<file path="src/sv/bdca_pkg.sv">
package bdca_pkg;

  // event codes carried in the func field of an input beat
  typedef enum logic [1:0] {
    FUNC_EVT_START = 2'd0,
    FUNC_TX_HDR    = 2'd1,
    FUNC_IFS       = 2'd2,
    FUNC_PKT_RX    = 2'd3
  } func_e;

  // configuration register indexes
  localparam int unsigned CfgAddrW = 2;
  localparam int unsigned CfgDataW = 1;
  localparam logic [CfgAddrW-1:0] CFG_ROLE        = 2'd0;
  localparam logic [CfgAddrW-1:0] CFG_RSSI_SAMPLE = 2'd1;
  localparam logic [CfgAddrW-1:0] CFG_LATENCY     = 2'd2;

  localparam logic ROLE_MASTER = 1'b0;

  // data channel pdu header fields
  localparam logic [1:0] LLID_CONT    = 2'd1;
  localparam int unsigned HdrNesnBit  = 2;
  localparam int unsigned HdrSnBit    = 3;
  localparam int unsigned HdrMdBit    = 4;
  localparam logic [7:0] EMPTY_PDU_SIZE = 8'd2;

  typedef struct packed {
    func_e      func;
    logic       rx_window_expired;
    logic       crc_ok;
    logic [7:0] pkt_size;
    logic [7:0] pkt_header;
    logic [7:0] head_length;
    logic [7:0] tx_queue_len;
  } in_item_t;

  typedef struct packed {
    logic [7:0] tx_header;
    logic       make_empty;
    logic       deliver_rx;
    logic       pop_tx;
    logic       capture_anchor;
    logic       radio_rx;
    logic       use_ifs;
    logic       sample_rssi;
    logic       go_on;
  } out_item_t;

  typedef struct packed {
    logic role;
    logic rssi_sample_enable;
    logic latency_skip_en;
  } cfg_t;

  typedef struct packed {
    logic seq_bit;
    logic next_expected_bit;
    logic peer_more_data;
    logic event_done;
    logic last_rx_good;
    logic last_rx_empty;
  } flags_t;

endpackage

</file>
<file path="src/sv/bdca_stream_if.sv">
interface bdca_stream_if #(
  parameter type payload_t = logic
) ();

  logic     valid;
  logic     ready;
  payload_t payload;

  modport source (output valid, output payload, input ready);
  modport sink   (input valid, input payload, output ready);

endinterface

</file>
<file path="src/sv/bdca_core.sv">
module bdca_core #(
  parameter int unsigned COUNT_BITS = 8
) (
  input  bdca_pkg::in_item_t        item_i,
  input  bdca_pkg::cfg_t            cfg_i,
  input  bdca_pkg::flags_t          flags_i,
  input  logic [COUNT_BITS-1:0]     count_i,
  output bdca_pkg::flags_t          flags_o,
  output logic [COUNT_BITS-1:0]     count_o,
  output bdca_pkg::out_item_t       res_o
);
  import bdca_pkg::*;

  logic      q_nonempty;
  logic      q_empty;
  logic      rx_ok;
  logic      rx_empty;
  logic      peer_sn;
  logic      peer_nesn;
  logic      pop;
  logic      odd;
  logic      below_two;
  out_item_t act;

  assign q_empty   = (item_i.tx_queue_len == 8'd0);
  assign rx_ok     = item_i.crc_ok && (item_i.pkt_size[7:1] != 7'd0);
  assign rx_empty  = (item_i.pkt_size == EMPTY_PDU_SIZE) &&
                     (item_i.pkt_header[1:0] == LLID_CONT);
  assign peer_sn   = item_i.pkt_header[HdrSnBit];
  assign peer_nesn = item_i.pkt_header[HdrNesnBit];

  // event update and per-event actions
  always_comb begin
    flags_o    = flags_i;
    count_o    = count_i;
    act        = '0;
    pop        = 1'b0;
    q_nonempty = !q_empty;
    unique case (item_i.func)
      FUNC_EVT_START: begin
        flags_o.event_done   = 1'b0;
        flags_o.last_rx_good = 1'b0;
        count_o              = '0;
      end
      FUNC_TX_HDR: begin
        act.make_empty            = q_empty;
        act.tx_header[1:0]        = q_empty ? LLID_CONT : item_i.pkt_header[1:0];
        act.tx_header[HdrMdBit]   = !q_empty && ((item_i.head_length != 8'd0) ||
                                    (item_i.tx_queue_len[7:1] != 7'd0));
        act.tx_header[HdrNesnBit] = flags_i.next_expected_bit;
        act.tx_header[HdrSnBit]   = flags_i.seq_bit;
        q_nonempty                = 1'b1;
      end
      FUNC_IFS: begin
        if (item_i.rx_window_expired) begin
          flags_o.event_done = 1'b1;
        end else if (count_i != '1) begin
          count_o = count_i + 1'b1;
        end
      end
      FUNC_PKT_RX: begin
        act.capture_anchor = (count_i[COUNT_BITS-1:1] == '0);
        if (!rx_ok) begin
          flags_o.last_rx_empty = 1'b0;
          flags_o.last_rx_good  = 1'b0;
        end else begin
          flags_o.last_rx_good      = 1'b1;
          flags_o.last_rx_empty     = rx_empty;
          act.deliver_rx            = (flags_i.next_expected_bit == peer_sn) && !rx_empty;
          flags_o.peer_more_data    = item_i.pkt_header[HdrMdBit];
          flags_o.next_expected_bit = !peer_sn;
          if (peer_nesn != flags_i.seq_bit) begin
            flags_o.seq_bit = !flags_i.seq_bit;
            pop             = 1'b1;
          end
        end
        act.pop_tx = pop;
        // queue length minus the pop
        q_nonempty = pop ? (item_i.tx_queue_len[7:1] != 7'd0) : !q_empty;
      end
      default: ;
    endcase
  end

  assign odd       = count_o[0];
  assign below_two = (count_o[COUNT_BITS-1:1] == '0);

  // radio decision on the updated state
  always_comb begin
    res_o             = act;
    res_o.radio_rx    = 1'b0;
    res_o.use_ifs     = 1'b0;
    res_o.sample_rssi = 1'b0;
    res_o.go_on       = 1'b0;
    if (!flags_o.event_done) begin
      res_o.use_ifs = (count_o != '0);
      if (cfg_i.role == ROLE_MASTER) begin
        res_o.radio_rx    = odd;
        res_o.sample_rssi = cfg_i.rssi_sample_enable && below_two && odd;
        res_o.go_on       = below_two || q_nonempty || flags_o.peer_more_data;
      end else begin
        res_o.radio_rx    = !odd;
        res_o.sample_rssi = cfg_i.rssi_sample_enable && (count_o == '0);
        res_o.go_on       = q_nonempty || flags_o.peer_more_data ||
                            (odd && (!flags_o.last_rx_good || !flags_o.last_rx_empty)) ||
                            (below_two && !cfg_i.latency_skip_en);
      end
    end
  end

endmodule

</file>
<file path="src/sv/ble_data_channel_ack_flow_top.sv">
// link layer acknowledgement and flow control for one ble data channel connection,
// master or slave role. each input beat is one event (event start, tx header request,
// inter-frame event, packet received); each one gives exactly one result beat with the
// header byte to send, the queue actions and the radio decision for the next operation.
// the block keeps sn, nesn, peer md, the exchange count (saturating, COUNT_BITS wide) and
// the last-receive flags. an event is taken into an input register, worked out in flag
// logic and placed in a result register: one event per cycle is sustained while out_if is
// ready. a stalled result does not stop the next event from entering an empty input
// register, but an event held there waits for the result to drain. configuration writes
// must be made while no event is in flight.
module ble_data_channel_ack_flow_top #(
  parameter int unsigned COUNT_BITS = 8
) (
  input  logic                               clk_i,
  input  logic                               rst_ni,
  input  logic                               cfg_we_i,
  input  logic [bdca_pkg::CfgAddrW-1:0]      cfg_addr_i,
  input  logic [bdca_pkg::CfgDataW-1:0]      cfg_wdata_i,
  bdca_stream_if.sink                        in_if,
  bdca_stream_if.source                      out_if
);
  import bdca_pkg::*;

  // configuration registers
  cfg_t cfg_q;

  // input stage
  logic     s1_valid_q;
  in_item_t s1_item_q;
  logic     s1_advance;

  // result stage
  logic      out_valid_q;
  out_item_t out_q;
  out_item_t res;

  // link state
  flags_t                flags_q;
  flags_t                flags_d;
  logic [COUNT_BITS-1:0] count_q;
  logic [COUNT_BITS-1:0] count_d;

  // only bit 0 of the data is kept, unknown indexes are dropped
  always_ff @(posedge clk_i or negedge rst_ni) begin
    if (!rst_ni) begin
      cfg_q <= '0;
    end else if (cfg_we_i) begin
      unique case (cfg_addr_i)
        CFG_ROLE:        cfg_q.role               <= cfg_wdata_i[0];
        CFG_RSSI_SAMPLE: cfg_q.rssi_sample_enable <= cfg_wdata_i[0];
        CFG_LATENCY:     cfg_q.latency_skip_en    <= cfg_wdata_i[0];
        default: ;
      endcase
    end
  end

  // the input register moves on whenever the result register is free or being drained
  assign s1_advance  = s1_valid_q && (!out_valid_q || out_if.ready);
  assign in_if.ready = !s1_valid_q || s1_advance;

  always_ff @(posedge clk_i or negedge rst_ni) begin
    if (!rst_ni) begin
      s1_valid_q <= 1'b0;
    end else if (in_if.ready) begin
      s1_valid_q <= in_if.valid;
    end
  end

  // payload only, no reset
  always_ff @(posedge clk_i) begin
    if (in_if.ready && in_if.valid) begin
      s1_item_q <= in_if.payload;
    end
  end

  bdca_core #(
    .COUNT_BITS (COUNT_BITS)
  ) u_core (
    .item_i  (s1_item_q),
    .cfg_i   (cfg_q),
    .flags_i (flags_q),
    .count_i (count_q),
    .flags_o (flags_d),
    .count_o (count_d),
    .res_o   (res)
  );

  // state commits in the same cycle as the result beat is loaded
  always_ff @(posedge clk_i or negedge rst_ni) begin
    if (!rst_ni) begin
      flags_q <= '0;
      count_q <= '0;
    end else if (s1_advance) begin
      flags_q <= flags_d;
      count_q <= count_d;
    end
  end

  always_ff @(posedge clk_i or negedge rst_ni) begin
    if (!rst_ni) begin
      out_valid_q <= 1'b0;
    end else if (!out_valid_q || out_if.ready) begin
      out_valid_q <= s1_valid_q;
    end
  end

  always_ff @(posedge clk_i) begin
    if (s1_advance) begin
      out_q <= res;
    end
  end

  assign out_if.valid   = out_valid_q;
  assign out_if.payload = out_q;

  // an event start always leaves the exchange count at zero
  a_start_clears_count: assert property (
    @(posedge clk_i) disable iff (!rst_ni)
    s1_advance && (s1_item_q.func == FUNC_EVT_START) |=> (count_q == '0)
  ) else $error("exchange count not cleared by event start");

  // the count saturates: from all ones it only stays or restarts at zero
  a_count_saturates: assert property (
    @(posedge clk_i) disable iff (!rst_ni)
    (count_q == '1) |=> (count_q == '1) || (count_q == '0)
  ) else $error("exchange count wrapped");

  // an acknowledge toggles our sequence bit
  a_pop_toggles_sn: assert property (
    @(posedge clk_i) disable iff (!rst_ni)
    s1_advance && res.pop_tx |=> (flags_q.seq_bit != $past(flags_q.seq_bit))
  ) else $error("pop without sn toggle");

  // once the event is done no further radio operation is requested
  a_done_no_go: assert property (
    @(posedge clk_i) disable iff (!rst_ni)
    s1_advance |=> !flags_q.event_done || (!out_q.go_on && !out_q.radio_rx)
  ) else $error("radio activity after event done");

  // a beat that is not a receive never acts on the queues
  a_queue_actions_on_rx: assert property (
    @(posedge clk_i) disable iff (!rst_ni)
    s1_advance && (s1_item_q.func != FUNC_PKT_RX) |=> !out_q.pop_tx && !out_q.deliver_rx
  ) else $error("queue action outside packet receive");

endmodule
</file>
<file path="src/flat_wrapper.sv">
// flat-port wrapper written by rule: the top's interface ports become plain ports
module ble_data_channel_ack_flow_top_flat import bdca_pkg::*;
#(
  parameter int unsigned COUNT_BITS = 8
)
  (clk_i, rst_ni, cfg_we_i, cfg_addr_i, cfg_wdata_i, in_if_valid, in_if_payload, in_if_ready, out_if_valid, out_if_payload, out_if_ready);
  bdca_stream_if in_if_i ();
  bdca_stream_if out_if_i ();
  input  logic clk_i;
  input  logic rst_ni;
  input  logic cfg_we_i;
  input  logic [bdca_pkg::CfgAddrW-1:0] cfg_addr_i;
  input  logic [bdca_pkg::CfgDataW-1:0] cfg_wdata_i;
  input wire logic [$bits(in_if_i.valid)-1:0] in_if_valid;
  input wire logic [$bits(in_if_i.payload)-1:0] in_if_payload;
  output wire logic [$bits(in_if_i.ready)-1:0] in_if_ready;
  output wire logic [$bits(out_if_i.valid)-1:0] out_if_valid;
  output wire logic [$bits(out_if_i.payload)-1:0] out_if_payload;
  input wire logic [$bits(out_if_i.ready)-1:0] out_if_ready;
  assign in_if_i.valid = in_if_valid;
  assign in_if_i.payload = in_if_payload;
  assign in_if_ready = in_if_i.ready;
  assign out_if_valid = out_if_i.valid;
  assign out_if_payload = out_if_i.payload;
  assign out_if_i.ready = out_if_ready;
  ble_data_channel_ack_flow_top #(.COUNT_BITS(COUNT_BITS)) u_core (.clk_i(clk_i), .rst_ni(rst_ni), .cfg_we_i(cfg_we_i), .cfg_addr_i(cfg_addr_i), .cfg_wdata_i(cfg_wdata_i), .in_if(in_if_i), .out_if(out_if_i));
endmodule
</file>
<file path="config.mk">
export PLATFORM = sky130hd
export DESIGN_NAME = ble_data_channel_ack_flow_top_flat
export DESIGN_NICKNAME = d
export VERILOG_FILES = /design/src/sv/bdca_pkg.sv /design/src/sv/bdca_stream_if.sv /design/src/sv/bdca_core.sv /design/src/sv/ble_data_channel_ack_flow_top.sv /design/src/flat_wrapper.sv
export SDC_FILE = /design/constraint.sdc
export NUM_CORES = 1
export LEC_CHECK = 0
export ABC_CLOCK_PERIOD_IN_PS = 1880
export BUFFER_PORTS_ARGS = -buffer_cell sky130_fd_sc_hd__buf_4
export CAP_MARGIN = 20
export CORE_AREA = 2 2 39 41
export DETAILED_ROUTE_END_ITERATION = 8
export DIE_AREA = 0 0 41 43
export PLACE_DENSITY = 0.49
export SLEW_MARGIN = 20
export SYNTH_ARGS = -nofsm -noshare
export SYNTH_HDL_FRONTEND = slang
export SYNTH_SLANG_ARGS = --single-unit
</file>
<file path="constraint.sdc">
create_clock -name clk_i -period 1.88 [get_ports clk_i]
set_input_delay 0.376 -clock clk_i [delete_from_list [all_inputs] [get_ports clk_i]]
set_output_delay 0.376 -clock clk_i [all_outputs]
set_load 0.005 [all_outputs]
</file>
==> Word level (Yosys, flattened, before mapping) <==
Index checks and enable logic that the tools add are counted.
{ "word_totals": {"in_bits": 9, "elab_cells": 20, "reg_bits": 6} }
{ "op_classes": {"n_reduce_logical": 13, "eq_ne": 1} }
{ "op_table": {"columns": ["cell", "n"], "rows": [
  ["8-bit zero test", 1],
  ["1-bit zero test", 4],
  ["2-bit AND reduction", 2],
  ["1-bit logical OR", 3],
  ["2-bit equality test, second input constant", 1],
  ["1-bit logical AND", 2],
  ["2-bit zero test", 1]
]} }

==> Depth between registers and ports, before layout <==
Gate-level depths: netlist of the first run.
{ "depth": {"depth_word": 5, "depth_mapped": 2} }

==> Cells and area by module <==
A second synthesis of the first run with hierarchy kept.
{ "hier_totals": {"cells_unflattened": 161, "hier_area_um2": 1586.5} }
{ "modules_own_cells": {"columns": ["mod", "n_inst", "area_per_inst_um2", "cells_each", "seq_area_each_um2"], "rows": [
  ["ble_data_channel_ack_flow_top", 1, 863.3, 51, 535.5],
  ["bdca_core", 1, 723.2, 110, 0.0]
]} }

==> Least setup slack after synthesis of the first run <==
Ideal clock, no wire load.
{ "synth_path": {"path_kind": "input-to-reg", "start": "input cfg_addr_i[0] (netlist name)", "end": "register u_core.cfg_q[2] (netlist name)", "cell_stages": 2, "setup_slack_ns": 0.900, "arrival_ns": 0.852, "path_cell_list": "nor3b_2 > mux2_1"} }
{ "synth_via": {"elab_chain_len": 2} }
{ "synth_rtl": {"columns": ["element", "line_no", "text"], "rows": [
  ["start: declaration", "flat_wrapper.sv:12", "input logic [bdca_pkg::CfgAddrW-1:0] cfg_addr_i;"],
  ["2-bit zero test", "ble_data_channel_ack_flow_top.sv:48", "unique case (cfg_addr_i)"],
  ["2-bit AND reduction (no source line)", null, null],
  ["end: declaration", "ble_data_channel_ack_flow_top.sv:25", "cfg_t cfg_q;"]
]} }
Every way passes these cells.
A chain may end at the register's enable or synchronous reset.

==> Final worst setup path of the first run <==
{ "layout_path": {"start": "register u_core.out_valid_q (netlist: u_core.out_if.valid)", "end": "output in_if_ready"} }
{ "layout_via": {"elab_chain_len": 4} }
{ "layout_rtl": {"columns": ["element", "line_no", "text"], "rows": [
  ["start: declaration", "ble_data_channel_ack_flow_top.sv:33", "logic out_valid_q;"],
  ["start signal: assignment", "ble_data_channel_ack_flow_top.sv:103", "out_valid_q <= s1_valid_q;"],
  ["1-bit zero test", "ble_data_channel_ack_flow_top.sv:58", "assign s1_advance = s1_valid_q && (!out_valid_q || out_if.ready);"],
  ["1-bit logical OR", "ble_data_channel_ack_flow_top.sv:58", null],
  ["1-bit logical AND", "ble_data_channel_ack_flow_top.sv:58", null],
  ["1-bit logical OR", "ble_data_channel_ack_flow_top.sv:59", "assign in_if.ready = !s1_valid_q || s1_advance;"],
  ["end: declaration", "flat_wrapper.sv:16", "output wire logic [$bits(in_if_i.ready)-1:0] in_if_ready;"]
]} }
Every way passes these cells.

==> results of run 1 <==
==> what timing repair did <==
action                    in CTS  in global routing
hold buffers                   1                  0
setup buffers                  0                  0
hold endpoints to repair       4                  0
==> worst register-to-register path: stages (launching register included) <==
cell and delay [ns]:
sky130_fd_sc_hd__dfrtp_1 0.39, sky130_fd_sc_hd__nand3b_1 0.13, sky130_fd_sc_hd__and2_1 0.15
==> registers in the layout (all words and copies together) (netlist names) <==
register	count
u_core.out_if.valid	1
u_core.cfg_q	2
u_core.out_if.payload	1
u_core.s1_item_q	1
u_core.s1_valid_q	1
==> metrics by stage <==
| stage | instance area, sq um | hold WS [ns] | std cells | setup slack (ns) | utilization, % |
|---|---|---|---|---|---|
| after floorplan | 252.7 | 0.08041 | 17 | 0.9001 | - |
| after global placement | 355.3 | 0.1732 | 44 | 0.6815 | 25.68 |
| final | 387.9 | 0.3198 | 48 | 0.6231 | 28.03 |
| after global routing | 387.9 | 0.3067 | 48 | 0.5510 | 28.03 |
| after detailed placement | 355.3 | 0.1777 | 44 | 0.6823 | 25.68 |
| after CTS | 387.9 | 0.3108 | 48 | 0.6063 | 28.03 |
==> synth_stat cells (all sizes together) <==
cell,number
nand2b,3
edfxtp,2
dfrtp,4
and2,2
mux2,2
nand3b,3
nor3b,1
==> logic make-up (layout without fill, tap and decap cells) <==
group         Yosys count  after routing  share of synthesized area, %
buf+inv                 0             15                             0
simple gates            9              9                         26.24
mux                     2              2                         10.39
flops                   6              6                         63.37
==> layout make-up <==
class / instances / area (sq um) / area share, %
tap: 16 / 20.02 / 5.161
sequential: 6 / 160.2 / 41.29
timing repair buffer: 12 / 92.59 / 23.87
multi-input combinational: 11 / 92.59 / 23.87
clock buffer: 3 / 22.52 / 5.806
==> final timing paths <==
kind,startpoint,cells past startpoint,slack [ns],endpoint
worst max-delay path,u_core.out_if.valid,2,0.62,in_if_ready
worst min-delay path,in_if_payload,1,0.32,u_core.s1_item_q[0]
worst max register to register,u_core.out_if.valid,2,0.92,u_core.s1_item_q[0]
worst min register to register,u_core.s1_valid_q,1,0.48,u_core.out_if.valid
max in group asynchronous,rst_ni,2,1.30,u_core.cfg_q[2]
min in group asynchronous,rst_ni,2,0.47,u_core.out_if.valid
==> power by group through the flow <==
stage,combinational (mW),clock [mW],sequential [mW]
finish,0.0465,0.115,0.158
global route,0.0522,0.130,0.160
CTS,0.0477,0.122,0.158
detailed placement,0.0458,0,0.160
global placement,0.0443,0,0.159
floorplan,0.0204,0,0.159
==> metal layers <==
| layer | vias to the layer above | global-route usage (%) | wire length, um |
|---|---|---|---|
| li1 | 89 | - | - |
| met5 | - | 0 | 0 |
| met4 | 0 | 6.000 | 0 |
| met1 | 87 | 6.271 | 146 |
| met2 | 4 | 11.25 | 267 |
| met3 | 0 | 3.141 | 26 |
==> flow_results.org, run 1 <==
** CTS
- Post-CTS repair changed the size of 0 cells.
- Clock tree synthesis inserted a total of 3 buffers.
- The tree built by TritonCTS fans out to 6 sinks.
- Depth of the CTS H-tree :: 1
- Clock-pin slew was measured on the worst setup and hold paths at 0.04 ns.
- In this run the clock root is driven by a sky130_fd_sc_hd__clkbuf_4.
- Maximum clock path buffer count :: 2
- TritonCTS built the clock tree.
- For the worst-skew pair, the clock arrives at the later sink with an insertion delay of 0.24 ns.

** Final layout
- Area added between synthesis and finish :: 53.47%
- Leaving out fill and tap cells, the most frequent cell in the layout is sky130_fd_sc_hd__buf_4.
- Fill count :: 149
- Fraction of layout cells with a size suffix above 1 :: 50.00%
- Number of antenna diodes :: 0
- In the layout the commonest cells are 11 x sky130_fd_sc_hd__buf_4, 4 x sky130_fd_sc_hd__dfrtp_1, 3 x sky130_fd_sc_hd__nand3b_1, 3 x sky130_fd_sc_hd__nand2b_1, 3 x sky130_fd_sc_hd__clkbuf_4.
- At the end of the flow, the number of nets in the layout was 43.

** Drt
- Antenna-violating nets left :: 0
- Total Wirelength :: 440 um
- Vias after detailed routing :: 180
- In the final routed layout, each cell accounts on average for 9.167 um.
- Vias/cell :: 3.750
- Iteration count of the initial detailed-routing pass :: 3
- The first routing iteration left 4 violations.
- After detailed routing, the number of remaining DRC violations is 0.

** Worst setup path
- Counting both buffers and inverters, the worst setup path holds a total of 1.
- Cell at the slowest stage of the critical path :: sky130_fd_sc_hd__dfrtp_1
- Data required time of the worst path :: 1.50 ns
- Crit path capture type :: output port
- Worst Path Arrival :: 0.88 ns
- Among cell families on the critical path, the largest total delay comes from flip-flops.
- Startpoint kind of the worst setup timing path :: register
- By startpoint and endpoint, the worst setup path is classified as reg2out.
- Along the worst path, the maximum fanout reaches 3.
- Worst path cell trace :: nand3b_1 -> buf_4
- Delay contributed by the slowest stage of the critical path :: 0.39 ns

** STA
- Worst setup skew after layout :: 0.001380 ns
- Setup repair after global routing left no endpoint under its margin.
- Count of final hold-check violations :: 0
- Final count of negative-setup-slack endpoints :: 0
- Setup total negative slack :: 0 ns
- Worst slew slack as a fraction of its limit :: 90.91%
- Derived from the worst setup path, the maximum achievable clock frequency is 795.6 MHz.
- For the pin with the worst max-slew slack, the measured transition is 0.1357 ns.
- Final critical-path required period :: 1.257 ns
- After layout, the worst path uses 66.86% of the clock period.
- The final max-slew violation count was 0.

** Synthesis
- Averaged over all synthesized cells, the footprint is 14.87 sq um.
- Net count after synthesis :: 26
- Number of distinct library cells after synthesis :: 8
- After synthesis the cells add up to 252.7 sq um.
- Largest area contributor in the synthesized netlist :: sky130_fd_sc_hd__dfrtp_1
- Cells taking the most area after synthesis :: sky130_fd_sc_hd__dfrtp_1 40%, sky130_fd_sc_hd__edfxtp_1 24%, sky130_fd_sc_hd__nand3b_1 8.9%, sky130_fd_sc_hd__nand2b_1 7.4%, sky130_fd_sc_hd__mux2_4 5.9%
- Post-synthesis cell count :: 17
- Yosys printed 0 warnings.
- Register bit count reported by yosys :: 6
- Sequential elements use 63.37% of the synthesized area.
- Portion of synthesized cell area occupied by the leading cell type :: 39.60%

** Worst hold path
- The worst hold path belongs to the class in2reg.

** Power and ir drop
- For this design the static power due to leakage is 0.1666 nW.
- Of the total power, the share spent switching nets is 20.14%.
- Cell internal power was estimated by the tool at 255.0 uW.
- For this design the total switching power over the nets is 64.29 uW.
- Total power :: 319.3 uW
- IR analysis of the VDD net gives a maximum drop of 0.2222 mV.
- Relative contribution of the clock network to total power :: 35.9%
- Pwr per Cell Area :: 823.1 nW/um^2
- Registers are responsible for 49.5% of the overall power.
- Logic pwr share :: 14.6%

** Floorplan
- The die covers 1763 sq um.
- Core region area :: 1384 sq um
- Pin placement for this block handled 12 I/O pins.
- Height of the chip :: 43 um
- Width of the die :: 41 um
- Once the floorplan was initialized, standard cells occupied 18.26% of the core.
- Site row count :: 14

** Job
- Max-Cap Viols :: 0

** Global routing
- Via count of the first global-routing pass :: 210
- Global-route wire length before repair :: 793 um
- Antenna violations before repair :: 0
- Sum of overflow across all layers after global routing :: 0
- Global-route usage over all layers :: 7.085%
- Entering global routing, the biggest net connects 5 pins.

** Placed design
- Port buffering added 11 buffers.
- Final GP Congestion :: 0.6500

** Status
- The flow ran to the end, and the final reports show no timing, DRC or antenna violations.
(Power assumes the default switching activity.)
==> inputs of run 2 (changes only) <==
--- a/config.mk
+++ b/config.mk
@@ -5,7 +5,8 @@
 export SDC_FILE = /design/constraint.sdc
 export NUM_CORES = 1
 export LEC_CHECK = 0
-export ABC_CLOCK_PERIOD_IN_PS = 1880
+export ABC_AREA = 1
+export ABC_CLOCK_PERIOD_IN_PS = 1300
 export BUFFER_PORTS_ARGS = -buffer_cell sky130_fd_sc_hd__buf_4
 export CAP_MARGIN = 20
 export CORE_AREA = 2 2 39 41
==> constraint.sdc (replaced) <==
create_clock -name clk_i -period 1.3 [get_ports clk_i]
set_input_delay 0.26 -clock clk_i [delete_from_list [all_inputs] [get_ports clk_i]]
set_output_delay 0.26 -clock clk_i [all_outputs]
set_load 0.005 [all_outputs]
==> flow_results.org, run 2 <==
** CTS
- Master cell of the clock root buffer :: sky130_fd_sc_hd__clkbuf_4
- CTS Buf Count :: 3
- Worst skew pair latency :: 0.24 ns
- After clock tree synthesis, the clock-pin slew on the worst setup and hold paths is 0.04 ns.
- Maximum clock path buffer count :: 2
- TritonCTS built the clock tree.
- Cts repair resizes :: 0
- Clock tree synthesis found a total of 6 sinks.
- Depth of the CTS H-tree :: 1

** STA
- Setup violations remaining at the end of the flow were counted as 0.
- At the pin with the least slew margin, the transition time is 0.1368 ns.
- Achievable frequency :: 865.5 MHz
- After layout, the minimum clock period comes to 1.155 ns.
- Worst slew slack as a fraction of its limit :: 90.88%
- Setup repair after global routing left no endpoint under its margin.
- Share of the clock period used by the worst path :: 88.88%
- Worst setup skew after layout :: 0.0009745 ns
- In the final timing run, aggregate negative setup slack is 0 ns.
- Pins Over Slew Limit :: 0
- The total count of hold-check failures in the final report was 0.

** Worst setup path
- Delay contributed by the slowest stage of the critical path :: 0.39 ns
- Counting both buffers and inverters, the worst setup path holds a total of 1.
- The worst setup path is captured at an output port.
- Type of the setup path with the least slack :: reg2out
- Cell class contributing the biggest share of worst-path delay :: flip-flops
- Along the worst path, the maximum fanout reaches 4.
- Cell at the slowest stage of the critical path :: sky130_fd_sc_hd__dfrtp_1
- At the worst endpoint, the required time is 1.04 ns.
- Startpoint kind of the worst setup timing path :: register
- Traced cell by cell, the critical path runs through nand3_2 -> buf_4.
- Data on the critical path arrives at its endpoint at 0.90 ns.

** Synthesis
- During synthesis, Yosys emitted a total of 0 warnings.
- Yosys instantiated no cell more often than sky130_fd_sc_hd__nand2_1.
- Largest area contributor in the synthesized netlist :: sky130_fd_sc_hd__dfrtp_1
- Ranked by total cell area, the synthesized netlist is headed by sky130_fd_sc_hd__dfrtp_1 39%, sky130_fd_sc_hd__edfxtp_1 24%, sky130_fd_sc_hd__nand2_1 12%, sky130_fd_sc_hd__inv_1 5.9%, sky130_fd_sc_hd__nand3_1 3.9%.
- The synthesized design contains 6 register bits.
- Counting flops with a built-in enable in the synthesized netlist gives 2.
- Mean cell area of the mapped netlist :: 9.769 sq um
- The synthesized netlist contains 11 unique library cells.
- Net count after synthesis :: 35
- Post-synthesis cell count :: 26
- The synthesized netlist occupies a cell area of 254.0 sq um.
- Synth Flop Type :: sky130_fd_sc_hd__dfrtp_1
- By count the netlist is led by 8 x sky130_fd_sc_hd__nand2_1, 4 x sky130_fd_sc_hd__dfrtp_1, 4 x sky130_fd_sc_hd__inv_1.
- Portion of synthesized cell area occupied by the leading cell type :: 39.41%
- Of the synthesized area, sequential elements account for 63.05%.
- Counting flops with an async set or reset pin after synthesis yields a share of 66.67%.

** Drt
- Dividing the detail-routed via count by the number of cells gives 3.930.
- The first detailed-routing pass took 4 iterations.
- For this block, the initial DRC count from the detailed router was 2.
- The routed layout has 224 vias.
- The detail route stage leaves a number of antenna-violating nets equal to 0.
- For this run, design rule violations remaining after detail routing come to 0.
- Mean routed wirelength per cell :: 7.421 um
- Summed over all layers, the routed wires come to 423 um.

** Placed design
- Final GP Congestion :: 0.6196
- Port Buffers :: 11

** Global routing
- Global routing consumed, over all layers together, 7.172% of the routing resources.
- The via count of the first global-routing pass came to 202.
- Global-route wire length before repair :: 710 um
- Summed over all layers, the global routing overflow is 0.
- The number of antenna violations at the first check in global routing is 0.
- Pin count of the biggest net entering global routing :: 5

** Worst hold path
- Worst min-delay path category :: in2reg

** Floorplan
- Site row count :: 14
- Width of the die :: 41 um
- Height of the chip :: 43 um
- Once the floorplan was initialized, standard cells occupied 18.35% of the core.
- Number of I/O pins :: 12
- The total area inside the core boundary comes to 1384 sq um.
- Overall die area :: 1763 sq um

** Final layout
- The library cells used most frequently in the layout, excluding fill and tap cells, are 11 x sky130_fd_sc_hd__buf_4, 8 x sky130_fd_sc_hd__nand2_1, 4 x sky130_fd_sc_hd__inv_1, 4 x sky130_fd_sc_hd__dfrtp_1, 3 x sky130_fd_sc_hd__clkbuf_4.
- After filler insertion, the fill cell instance count of the layout stands at 155.
- Fraction of layout cells with a size suffix above 1 :: 39.02%
- Area added between synthesis and finish :: 53.20%
- The register with the most flip-flops in the final layout is u_core.cfg_q.
- In the final layout, the multi-input gates occupy 78.83 sq um.
- Largest register FFs :: 2
- Commonest non-fill, non-tap cell in the layout :: sky130_fd_sc_hd__buf_4
- Summing all flip-flop and latch instances after layout gives 160.2 sq um.
- Number of nets in the finished design :: 52
- Number of antenna diodes :: 0

** Power and ir drop
- VDD sags by at most 0.5085 mV.
- Pleak :: 0.1954 nW
- The design draws 468.5 uW.
- For this design the ratio of total power to cell area is 1204 nW/um^2.

** Status
- Outcome :: finished clean

** Job
- Max-Cap Viols :: 0
run 2: final timing paths:
kind	from	end	slack (ns)	cells past startpoint
max	u_core.out_if.valid	in_if_ready	0.14	2
min	in_if_payload	u_core.s1_item_q[0]	0.20	1
max reg2reg	u_core.out_if.valid	u_core.s1_item_q[0]	0.39	3
min reg2reg	u_core.cfg_q[0]	u_core.cfg_q[0]	0.48	2
max in group asynchronous	rst_ni	u_core.cfg_q[2]	0.84	2
min in group asynchronous	rst_ni	u_core.out_if.valid	0.36	2
run 2: logic make-up (layout without fill, tap and decap cells):
logic type / after synthesis / in the layout / share of synthesized area [%]
and+or+nand+nor: 15 / 15 / 29.07
DFF: 6 / 6 / 63.06
buffers and inverters: 4 / 19 / 5.910
AOI/OAI and AO/OA: 1 / 1 / 1.969
run 2: repair_timing:
action / in CTS / in global routing
setup buffers: 0 / 0
hold buffers: 1 / 0
endpoints found under the hold margin: 4 / 0
run 2: worst register-to-register path, cell delays in order (launching register included):
cell	delay, ns
sky130_fd_sc_hd__dfrtp_1	0.40
sky130_fd_sc_hd__nand3_2	0.11
sky130_fd_sc_hd__nand2_2	0.06
sky130_fd_sc_hd__inv_1	0.05
run 2: final cells by class:
type / instances / share of cell area (%)
Multi-Input combinational cell: 16 / 20.26
Clock buffer: 3 / 5.788
Timing Repair Buffer: 12 / 23.79
Inverter: 4 / 3.859
Tap cell: 16 / 5.145
Sequential cell: 6 / 41.16
run 2: power breakdown:
group | leakage (nW) | internal, mW | switching, mW
registers | 0.0641 | 0.220 | 0.0134
clock network | 0.0138 | 0.104 | 0.0595
logic | 0.118 | 0.0408 | 0.0312
run 2: metal layers:
layer  vias to the layer above  global-route usage [%]  share of wire [%]
met2                         8                   9.063                 49
met4                         0                   6.000                1.9
met3                         2                   7.853                 11
met5                         -                       0                  0
met1                        99                   5.902                 38
li1                        115                       -                  -
run 2: stage by stage:
| stage | instance area [sq um] | worst slack [ns] | hold WS, ns | instances | util (%) |
|---|---|---|---|---|---|
| CTS | 389.1 | 0.1255 | 0.1890 | 57 | 28.12 |
| global route | 389.1 | 0.09611 | 0.1847 | 57 | 28.12 |
| global placement | 356.6 | 0.3283 | 0.06135 | 53 | 25.77 |
| detailed placement | 356.6 | 0.3296 | 0.05828 | 53 | 25.77 |
| floorplan | 254.0 | 0.4038 | -0.03559 | 26 | - |
| finish | 389.1 | 0.1446 | 0.1970 | 57 | 28.12 |
